==> src/rtl/core/isc_pkg.sv <==
// ----------------------------------------------------------------------------
// isc_pkg
// Shared types, codes and constants for the i2c address scan sequencer.
// ----------------------------------------------------------------------------
package isc_pkg;

  localparam int unsigned TableDepth   = 16;
  localparam int unsigned ProgressStep = 8;

  localparam logic [15:0] PowerDelayRst  = 16'd100;
  localparam logic [15:0] SettleDelayRst = 16'd20;
  localparam logic [6:0]  FirstAddrRst   = 7'h03;
  localparam logic [6:0]  LastAddrRst    = 7'h77;

  localparam logic [7:0] ProbeAck  = 8'd0;
  localparam logic [7:0] ProbeNack = 8'd2;
  localparam logic [7:0] CountMax  = 8'hff;

  typedef enum logic [2:0] {
    KIND_TICK    = 3'd0,
    KIND_START   = 3'd1,
    KIND_STOP    = 3'd2,
    KIND_RESET   = 3'd3,
    KIND_CONSUME = 3'd4
  } kind_e;

  typedef enum logic [2:0] {
    PH_IDLE     = 3'd0,
    PH_POWERING = 3'd1,
    PH_SETTLING = 3'd2,
    PH_SCANNING = 3'd3,
    PH_SCANNED  = 3'd4,
    PH_ERROR    = 3'd5
  } phase_e;

  typedef enum logic [1:0] {
    REG_POWER_DELAY  = 2'd0,
    REG_SETTLE_DELAY = 2'd1,
    REG_FIRST_ADDR   = 2'd2,
    REG_LAST_ADDR    = 2'd3
  } reg_idx_e;

  typedef struct packed {
    logic [2:0]  kind;
    logic [31:0] now_ms;
    logic        bus_ready;
    logic [7:0]  probe_status;
  } in_word_t;

  typedef struct packed {
    logic [2:0]  scan_state;
    logic        accepted;
    logic [6:0]  scan_address;
    logic [4:0]  device_count;
    logic [7:0]  overflow_count;
    logic [7:0]  error_count;
    logic        changed;
    logic        power_on;
    logic        bus_release;
    logic        found_valid;
    logic [6:0]  found_address;
    logic [31:0] last_scan_ms;
  } out_word_t;

  typedef struct packed {
    logic [15:0] power_delay_ms;
    logic [15:0] settle_delay_ms;
    logic [6:0]  first_address;
    logic [6:0]  last_address;
  } cfg_t;

endpackage

==> src/rtl/core/isc_in_stage.sv <==
// ----------------------------------------------------------------------------
// isc_in_stage
// Input register: holds one accepted word until the step logic takes it.
// ----------------------------------------------------------------------------
module isc_in_stage (
  input  logic              clk_i,
  input  logic              rst_ni,
  input  logic              in_valid_i,
  output logic              in_stall_o,
  input  isc_pkg::in_word_t in_data_i,
  input  logic              take_i,
  output logic              vld_o,
  output isc_pkg::in_word_t data_o
);

  logic              vld_d, vld_q;
  isc_pkg::in_word_t data_q;
  logic              accept;

  // stall only while a held word cannot move on this cycle
  assign in_stall_o = vld_q && !take_i;
  assign accept     = in_valid_i && !in_stall_o;

  always_comb begin
    vld_d = vld_q;
    if (accept) begin
      vld_d = 1'b1;
    end else if (take_i) begin
      vld_d = 1'b0;
    end
  end

  always_ff @(posedge clk_i or negedge rst_ni) begin
    if (!rst_ni) begin
      vld_q <= 1'b0;
    end else begin
      vld_q <= vld_d;
    end
  end

  always_ff @(posedge clk_i) begin
    if (accept) begin
      data_q <= in_data_i;
    end
  end

  assign vld_o  = vld_q;
  assign data_o = data_q;

endmodule

==> src/rtl/core/isc_step.sv <==
// ----------------------------------------------------------------------------
// isc_step
// Sequencer state and the single-pass update for one input word.
// ----------------------------------------------------------------------------
module isc_step (
  input  logic               clk_i,
  input  logic               rst_ni,
  input  logic               take_i,
  input  isc_pkg::in_word_t  item_i,
  input  isc_pkg::cfg_t      cfg_i,
  output isc_pkg::out_word_t res_o
);

  isc_pkg::phase_e phase_d, phase_q;
  logic [31:0]     deadline_d, deadline_q;
  logic [6:0]      addr_d, addr_q;
  logic [4:0]      found_d, found_q;
  logic [7:0]      ovf_d, ovf_q;
  logic [7:0]      err_d, err_q;
  logic            changed_d, changed_q;
  logic [31:0]     finish_d, finish_q;

  logic            busy;
  logic            met;
  logic [31:0]     since;
  logic [6:0]      span;
  logic            accepted, pwr, release_req, fvalid, changed_out;
  logic [6:0]      faddr;

  assign busy  = (phase_q == isc_pkg::PH_POWERING) || (phase_q == isc_pkg::PH_SETTLING) ||
                 (phase_q == isc_pkg::PH_SCANNING);
  // wrap-safe deadline compare
  assign since = item_i.now_ms - deadline_q;
  assign met   = !since[31];
  assign span  = addr_q + 7'd1 - cfg_i.first_address;

  always_comb begin
    phase_d     = phase_q;
    deadline_d  = deadline_q;
    addr_d      = addr_q;
    found_d     = found_q;
    ovf_d       = ovf_q;
    err_d       = err_q;
    changed_d   = changed_q;
    finish_d    = finish_q;
    accepted    = 1'b0;
    pwr         = 1'b0;
    release_req = 1'b0;
    fvalid      = 1'b0;
    faddr       = 7'd0;
    unique case (isc_pkg::kind_e'(item_i.kind))
      isc_pkg::KIND_TICK: begin
        if (phase_q == isc_pkg::PH_POWERING && met) begin
          if (!item_i.bus_ready) begin
            release_req = 1'b1;
            phase_d     = isc_pkg::PH_ERROR;
          end else begin
            deadline_d = item_i.now_ms + {16'd0, cfg_i.settle_delay_ms};
            phase_d    = isc_pkg::PH_SETTLING;
          end
          changed_d = 1'b1;
        end else if (phase_q == isc_pkg::PH_SETTLING && met) begin
          phase_d   = isc_pkg::PH_SCANNING;
          changed_d = 1'b1;
        end else if (phase_q == isc_pkg::PH_SCANNING) begin
          if (item_i.probe_status == isc_pkg::ProbeAck) begin
            if (found_q < 5'(isc_pkg::TableDepth)) begin
              found_d = found_q + 5'd1;
              fvalid  = 1'b1;
              faddr   = addr_q;
            end else if (ovf_q != isc_pkg::CountMax) begin
              ovf_d = ovf_q + 8'd1;
            end
            changed_d = 1'b1;
          end else if (item_i.probe_status != isc_pkg::ProbeNack) begin
            if (err_q != isc_pkg::CountMax) begin
              err_d = err_q + 8'd1;
            end
            changed_d = 1'b1;
          end
          if (addr_q >= cfg_i.last_address) begin
            release_req = 1'b1;
            finish_d    = item_i.now_ms;
            phase_d     = isc_pkg::PH_SCANNED;
            changed_d   = 1'b1;
          end else begin
            addr_d = addr_q + 7'd1;
            // progress mark every few addresses
            if ((span % 7'(isc_pkg::ProgressStep)) == 7'd0) begin
              changed_d = 1'b1;
            end
          end
        end
      end
      isc_pkg::KIND_START: begin
        if (!busy) begin
          found_d    = 5'd0;
          ovf_d      = 8'd0;
          err_d      = 8'd0;
          addr_d     = cfg_i.first_address;
          pwr        = 1'b1;
          deadline_d = item_i.now_ms + {16'd0, cfg_i.power_delay_ms};
          phase_d    = isc_pkg::PH_POWERING;
          changed_d  = 1'b1;
          accepted   = 1'b1;
        end
      end
      isc_pkg::KIND_STOP, isc_pkg::KIND_RESET: begin
        release_req = busy;
        phase_d     = isc_pkg::PH_IDLE;
        changed_d   = 1'b1;
        if (item_i.kind == isc_pkg::KIND_RESET) begin
          found_d    = 5'd0;
          ovf_d      = 8'd0;
          err_d      = 8'd0;
          finish_d   = 32'd0;
          deadline_d = 32'd0;
          addr_d     = 7'd0;
        end
      end
      isc_pkg::KIND_CONSUME: begin
      end
      default: begin
      end
    endcase
    changed_out = changed_d;
    if (item_i.kind == isc_pkg::KIND_CONSUME) begin
      changed_d = 1'b0;
    end
  end

  always_ff @(posedge clk_i or negedge rst_ni) begin
    if (!rst_ni) begin
      phase_q    <= isc_pkg::PH_IDLE;
      deadline_q <= 32'd0;
      addr_q     <= 7'd0;
      found_q    <= 5'd0;
      ovf_q      <= 8'd0;
      err_q      <= 8'd0;
      changed_q  <= 1'b0;
      finish_q   <= 32'd0;
    end else if (take_i) begin
      phase_q    <= phase_d;
      deadline_q <= deadline_d;
      addr_q     <= addr_d;
      found_q    <= found_d;
      ovf_q      <= ovf_d;
      err_q      <= err_d;
      changed_q  <= changed_d;
      finish_q   <= finish_d;
    end
  end

  always_comb begin
    res_o.scan_state     = phase_d;
    res_o.accepted       = accepted;
    res_o.scan_address   = addr_d;
    res_o.device_count   = found_d;
    res_o.overflow_count = ovf_d;
    res_o.error_count    = err_d;
    res_o.changed        = changed_out;
    res_o.power_on       = pwr;
    res_o.bus_release    = release_req;
    res_o.found_valid    = fvalid;
    res_o.found_address  = faddr;
    res_o.last_scan_ms   = finish_d;
  end

endmodule

==> src/rtl/core/isc_out_stage.sv <==
// ----------------------------------------------------------------------------
// isc_out_stage
// Result register: holds one result word until the receiver takes it.
// ----------------------------------------------------------------------------
module isc_out_stage (
  input  logic               clk_i,
  input  logic               rst_ni,
  input  logic               load_i,
  input  isc_pkg::out_word_t res_i,
  output logic               room_o,
  output logic               out_valid_o,
  input  logic               out_stall_i,
  output isc_pkg::out_word_t out_data_o
);

  logic               vld_d, vld_q;
  isc_pkg::out_word_t data_q;

  // a new word may enter when empty or when the held one leaves now
  assign room_o = !vld_q || !out_stall_i;

  always_comb begin
    vld_d = vld_q && out_stall_i;
    if (load_i) begin
      vld_d = 1'b1;
    end
  end

  always_ff @(posedge clk_i or negedge rst_ni) begin
    if (!rst_ni) begin
      vld_q <= 1'b0;
    end else begin
      vld_q <= vld_d;
    end
  end

  always_ff @(posedge clk_i) begin
    if (load_i) begin
      data_q <= res_i;
    end
  end

  assign out_valid_o = vld_q;
  assign out_data_o  = data_q;

endmodule

==> src/rtl/core/i2c_address_scan_sequencer_core.sv <==
// ----------------------------------------------------------------------------
// i2c_address_scan_sequencer_core
// Event-driven i2c bus address scan sequencer with a plain config port.
// ----------------------------------------------------------------------------
// Takes one word per clock on the input channel while in_stall_o is low, and
// returns exactly one result word per input word, in order. A word passes an
// input register, the single-pass sequencer update and a result register,
// from which its result is presented; the block keeps one word per cycle
// flowing as long as the receiver does not stall. Configuration registers
// (power delay, settle delay, first and last address) are written through
// cfg_we_i with cfg_idx_i selecting the register; write them only while no
// word is in flight.
module i2c_address_scan_sequencer_core (
  input  logic               clk_i,
  input  logic               rst_ni,
  input  logic               in_valid_i,
  output logic               in_stall_o,
  input  isc_pkg::in_word_t  in_data_i,
  output logic               out_valid_o,
  input  logic               out_stall_i,
  output isc_pkg::out_word_t out_data_o,
  input  logic               cfg_we_i,
  input  logic [1:0]         cfg_idx_i,
  input  logic [15:0]        cfg_wdata_i
);

  isc_pkg::cfg_t      cfg_q;
  logic               item_vld;
  isc_pkg::in_word_t  item;
  logic               room;
  logic               take;
  isc_pkg::out_word_t res;

  always_ff @(posedge clk_i or negedge rst_ni) begin
    if (!rst_ni) begin
      cfg_q.power_delay_ms  <= isc_pkg::PowerDelayRst;
      cfg_q.settle_delay_ms <= isc_pkg::SettleDelayRst;
      cfg_q.first_address   <= isc_pkg::FirstAddrRst;
      cfg_q.last_address    <= isc_pkg::LastAddrRst;
    end else if (cfg_we_i) begin
      unique case (isc_pkg::reg_idx_e'(cfg_idx_i))
        isc_pkg::REG_POWER_DELAY:  cfg_q.power_delay_ms  <= cfg_wdata_i;
        isc_pkg::REG_SETTLE_DELAY: cfg_q.settle_delay_ms <= cfg_wdata_i;
        isc_pkg::REG_FIRST_ADDR:   cfg_q.first_address   <= cfg_wdata_i[6:0];
        isc_pkg::REG_LAST_ADDR:    cfg_q.last_address    <= cfg_wdata_i[6:0];
        default: begin
        end
      endcase
    end
  end

  assign take = item_vld && room;

  isc_in_stage u_in_stage (
    .clk_i      (clk_i),
    .rst_ni     (rst_ni),
    .in_valid_i (in_valid_i),
    .in_stall_o (in_stall_o),
    .in_data_i  (in_data_i),
    .take_i     (take),
    .vld_o      (item_vld),
    .data_o     (item)
  );

  isc_step u_step (
    .clk_i  (clk_i),
    .rst_ni (rst_ni),
    .take_i (take),
    .item_i (item),
    .cfg_i  (cfg_q),
    .res_o  (res)
  );

  isc_out_stage u_out_stage (
    .clk_i       (clk_i),
    .rst_ni      (rst_ni),
    .load_i      (take),
    .res_i       (res),
    .room_o      (room),
    .out_valid_o (out_valid_o),
    .out_stall_i (out_stall_i),
    .out_data_o  (out_data_o)
  );

endmodule

==> config.mk <==
export PLATFORM = sky130hd
export DESIGN_NAME = i2c_address_scan_sequencer_core
export DESIGN_NICKNAME = d
export VERILOG_FILES = /design/src/rtl/core/isc_pkg.sv /design/src/rtl/core/isc_in_stage.sv /design/src/rtl/core/isc_step.sv /design/src/rtl/core/isc_out_stage.sv /design/src/rtl/core/i2c_address_scan_sequencer_core.sv
export SDC_FILE = /design/constraint.sdc
export NUM_CORES = 1
export LEC_CHECK = 0
export ABC_CLOCK_PERIOD_IN_PS = 4450
export BUFFER_PORTS_ARGS = -buffer_cell sky130_fd_sc_hd__buf_2
export CAP_MARGIN = 20
export CORE_ASPECT_RATIO = 1.25
export CORE_MARGIN = 1.5
export CORE_UTILIZATION = 59
export DETAILED_ROUTE_END_ITERATION = 8
export MAX_ROUTING_LAYER = met4
export PLACE_DENSITY = 0.85
export SYNTH_ARGS = -nofsm -noshare
export SYNTH_HDL_FRONTEND = slang
export SYNTH_SLANG_ARGS = --single-unit
==> constraint.sdc <==
create_clock -name clk_i -period 4.45 [get_ports clk_i]
set_input_delay 0.89 -clock clk_i [delete_from_list [all_inputs] [get_ports clk_i]]
set_output_delay 0.89 -clock clk_i [all_outputs]
set_load 0.01 [all_outputs]
==> results.md <==
### Yosys
• **EDFF count, synth** 118
• **Mapped Avg Cell Area** 11.9 um2
• **Yosys top cell area share** 0.272
• **synthesis-stage register bit count** 262
• **Post-synth ARST share** 0.550
• **most used standard cells in the synthesized netlist** sky130_fd_sc_hd__dfrtp_1, sky130_fd_sc_hd__edfxtp_1, sky130_fd_sc_hd__nand2_1, sky130_fd_sc_hd__mux2_2, sky130_fd_sc_hd__a22o_1
• **top_reg_cell synth** sky130_fd_sc_hd__dfrtp_1
• **leading post-synthesis cells by cell area** sky130_fd_sc_hd__edfxtp_1, sky130_fd_sc_hd__dfrtp_1, sky130_fd_sc_hd__mux2_2, sky130_fd_sc_hd__ha_1, sky130_fd_sc_hd__a22o_1
• **Cell Area, Synth** 13000 um2
• **net count of the mapped netlist** 1219
• **Synth Instances** 1092
• **number of warnings issued by yosys** 0
• **sequential share of the synthesized area** 0.550
• **synth unique cells** 77
• **most used standard cell by instance count after synthesis** sky130_fd_sc_hd__dfrtp_1
• **dominant cell type by area after synthesis** sky130_fd_sc_hd__edfxtp_1

### Drt
• **met1 wire length** 12.2 mm
• **routed vias/inst** 6.17
• **number of remaining DRC errors** 0
• **detailed-routing iteration count for the pre-antenna-repair pass** 5
• **Wirelength per Cell** 20.2 um
• **Routed met2 length** 15.8 mm
• **total via count after detailed routing** 9447
• **max layer used** met4
• **total length of routed met3 wires** 1.79 mm
• **total routed wirelength** 31.0 mm
• **DRT iter0 DRCs** 626
• **number of nets with antenna violations after routing** 0

### Timing
• **RSZ-0062 raised after global routing** no
• **final clock skew** 0.0149 ns
• **Final Setup Violations** 0
• **Setup TNS** 0 ns
• **Final Critical Period** 4.00 ns
• **Relative slew margins** 0.271
• **Fmax achieved** 250 MHz
• **hold violation total from the final report** 0
• **worst-margin pin slew** 1.09 ns
• **final cycle utilization of the critical path** 0.898
• **Slew Limit Fails** 0

### Pwr
• **reported net switching power** 2040 uW
• **Max rail drop VDD** 0.332 mV
• **power per cell area** 465 nW/um2
• **sw frac** 0.293
• **clock network power share** 0.334
• **Leak Pwr** 0.00637 uW
• **total chip power** 6960 uW
• **register share of total power** 0.444
• **internal power summed over all cells** 4920 uW
• **proportion of power drawn by combinational gates** 0.221

### Critical path
• **peak fanout along the critical path** 13
• **Critical Path Start Type** flip-flop
• **launching point of the worst reg2reg path** u_in_stage.data_o[42]
• **Worst Setup Path Type** flip-flop to flip-flop
• **data arrival time of the critical path** 4.39 ns
• **Reg2Reg Depth** 13
• **worst setup path endpoint** u_step.deadline_q[16]
• **end of the worst register-to-register path** u_step.deadline_q[16]
• **Required @ worst endpoint** 4.84 ns
• **launching element of the worst setup path** u_in_stage.data_o[42]
• **reg-to-reg slack, setup** 0.45 ns
• **element type at the critical path end** flip-flop

### Die
• **starting utilization of the core area** 0.603
• **chip width** 136 um
• **Die H** 169 um
• **I/O pin total** 144
• **full die area** 23000 um2
• **Rows** 60
• **Floorplan Core Area** 21600 um2

### Clocking
• **Post CTS Setup Buffer Count** 0
• **TritonCTS buffer count** 26
• **clock slew seen by the registers of the worst setup and hold paths** 0.07 ns
• **Clock Root Buffer** sky130_fd_sc_hd__clkbuf_16
• **hold-fix buffers at CTS** 0
• **TritonCTS clock tree** built
• **Clock Path Buffers** 3
• **clock latency reported for the late side of the worst-skew pair** 0.53 ns
• **TritonCTS sink count** 262
• **count of instances resized after the clock tree is built** 0
• **maximum level of the CTS H-tree** 1

### Global routing
• **maximum number of pins on one net before global-route repair** 103
• **overall global routing resource usage** 0.279
• **number of antenna violations at the first check in global routing** 0
• **global-route wire length before repair** 48.5 mm
• **via count of the first global-routing pass** 9587
• **grt ovf** 0

### Finish
• **layout cell share with drive strength beyond 1** 0.262
• **post-layout net count** 1358
• **area added between synthesis and finish** 14.9%
• **number of inserted diodes** 0

### Placed design
• **post-detailed-placement half-perimeter wirelength** 20.9 mm
• **weighted congestion reported at the end of routability-driven placement** 0.938
• **number of buffers inserted by port buffering** 143

### Run status
• **status** completed

### Flow run
• **maximum capacitance violations** 0

### Hold path
• **path type of the worst min-delay path** primary input to asynchronous set/reset pin

==> metal layers <==
metal,track usage,vias up
li1,-,4351
met1,0.335,4652
met2,0.476,358
met3,0.0323,86
met4,0.120,0
met5,-,-
==> power groups by stage <==
stage / logic [uW] / clock network [uW] / registers, uW
finish: 1540 / 2330 / 3090
global route: 1710 / 2450 / 3120
CTS: 1540 / 2360 / 3080
detailed placement: 1520 / 0 / 3130
global placement: 1460 / 0 / 3110
floorplan: 1100 / 0 / 3070
==> metrics by stage <==
step	hold WS, ns	cell area, um2	std cells	worst slack, ns	util
5_1_grt	0.513	15000	1530	0.268	0.692
2_1_floorplan	0.457	13000	1092	0.242	-
3_3_place_gp	0.464	14000	1482	0.675	0.650
6_report	0.441	15000	1530	0.455	0.692
3_5_place_dp	0.483	14000	1482	0.568	0.650
4_1_cts	0.504	15000	1530	0.531	0.692
==> cell type report <==
type                    instances  area, um2
multi-input cells             718       5420
repair buffers                165        900
clock inverters                13        156
well taps                     279        349
flip-flops and latches        262       7160
clock buffers                  35        767
inverters                      58        219
fillers                      1539       6650
==> cells by family after synthesis <==
group | count (synthesis) | share of synthesized area
simple gates | 239 | 0.0923
flops | 262 | 0.550
fa+ha+maj | 60 | 0.0582
xor+xnor | 34 | 0.0228
compound gates | 300 | 0.169
buf+inv | 112 | 0.0357
mux | 85 | 0.0728
==> placed cells by master (no fill, tap or decap), drive strengths merged, types with 11 or more instances in the layout <==
cell type / instances
a31oi: 19
nor2: 47
mux2i: 16
inv: 58
xnor2: 13
dfstp: 13
o31ai: 13
o2bb2ai: 16
nor3: 16
ha: 59
a21oi: 58
clkbuf: 35
nand4: 11
a22o: 65
edfxtp: 118
o21ai: 67
xor2: 21
dfrtp: 131
nand3: 24
buf: 165
mux2: 69
nand2: 77
==> flip-flops by register name, summed over array words and instances, names as in the netlist <==
signal,flops
u_out_stage.out_data_o,74
cfg_q,46
u_in_stage.data_o,44
u_step.deadline_q,32
u_step.finish_q,32
u_step.err_q,8
u_step.ovf_q,8
u_step.addr_q,7
u_step.found_q,5
u_step.phase_q,3
u_in_stage.vld_o,1
u_out_stage.out_valid_o,1
u_step.changed_q,1
==> worst max-delay path, stage by stage, from the launching register on <==
cell	delay, ns
sky130_fd_sc_hd__edfxtp_1	0.53
sky130_fd_sc_hd__nor2_1	0.18
sky130_fd_sc_hd__and2_1	0.33
sky130_fd_sc_hd__buf_4	0.31
sky130_fd_sc_hd__mux2_2	0.37
sky130_fd_sc_hd__ha_1	0.31
sky130_fd_sc_hd__or2_2	0.30
sky130_fd_sc_hd__a21oi_1	0.16
sky130_fd_sc_hd__a21oi_1	0.09
sky130_fd_sc_hd__o211a_1	0.30
sky130_fd_sc_hd__o31ai_4	0.44
sky130_fd_sc_hd__a21oi_1	0.14
sky130_fd_sc_hd__o21ai_0	0.26
sky130_fd_sc_hd__mux2i_1	0.14
==> how the worst min path moves through the flow <==
stage,from,slack (ns),cells after the start,end
after floorplan,u_in_stage.vld_o,0.46,1,u_out_stage.out_valid_o
after global placement,u_in_stage.vld_o,0.46,1,u_out_stage.out_valid_o
after detailed placement,u_step.finish_q[29],0.48,1,u_step.finish_q[29]
after CTS,u_in_stage.vld_o,0.50,1,u_out_stage.out_valid_o
after global routing,in_data_i[14],0.51,1,u_in_stage.data_o[14]
final,rst_ni,0.44,1,u_step.err_q[0]
Power figures use the tool's default switching activity.
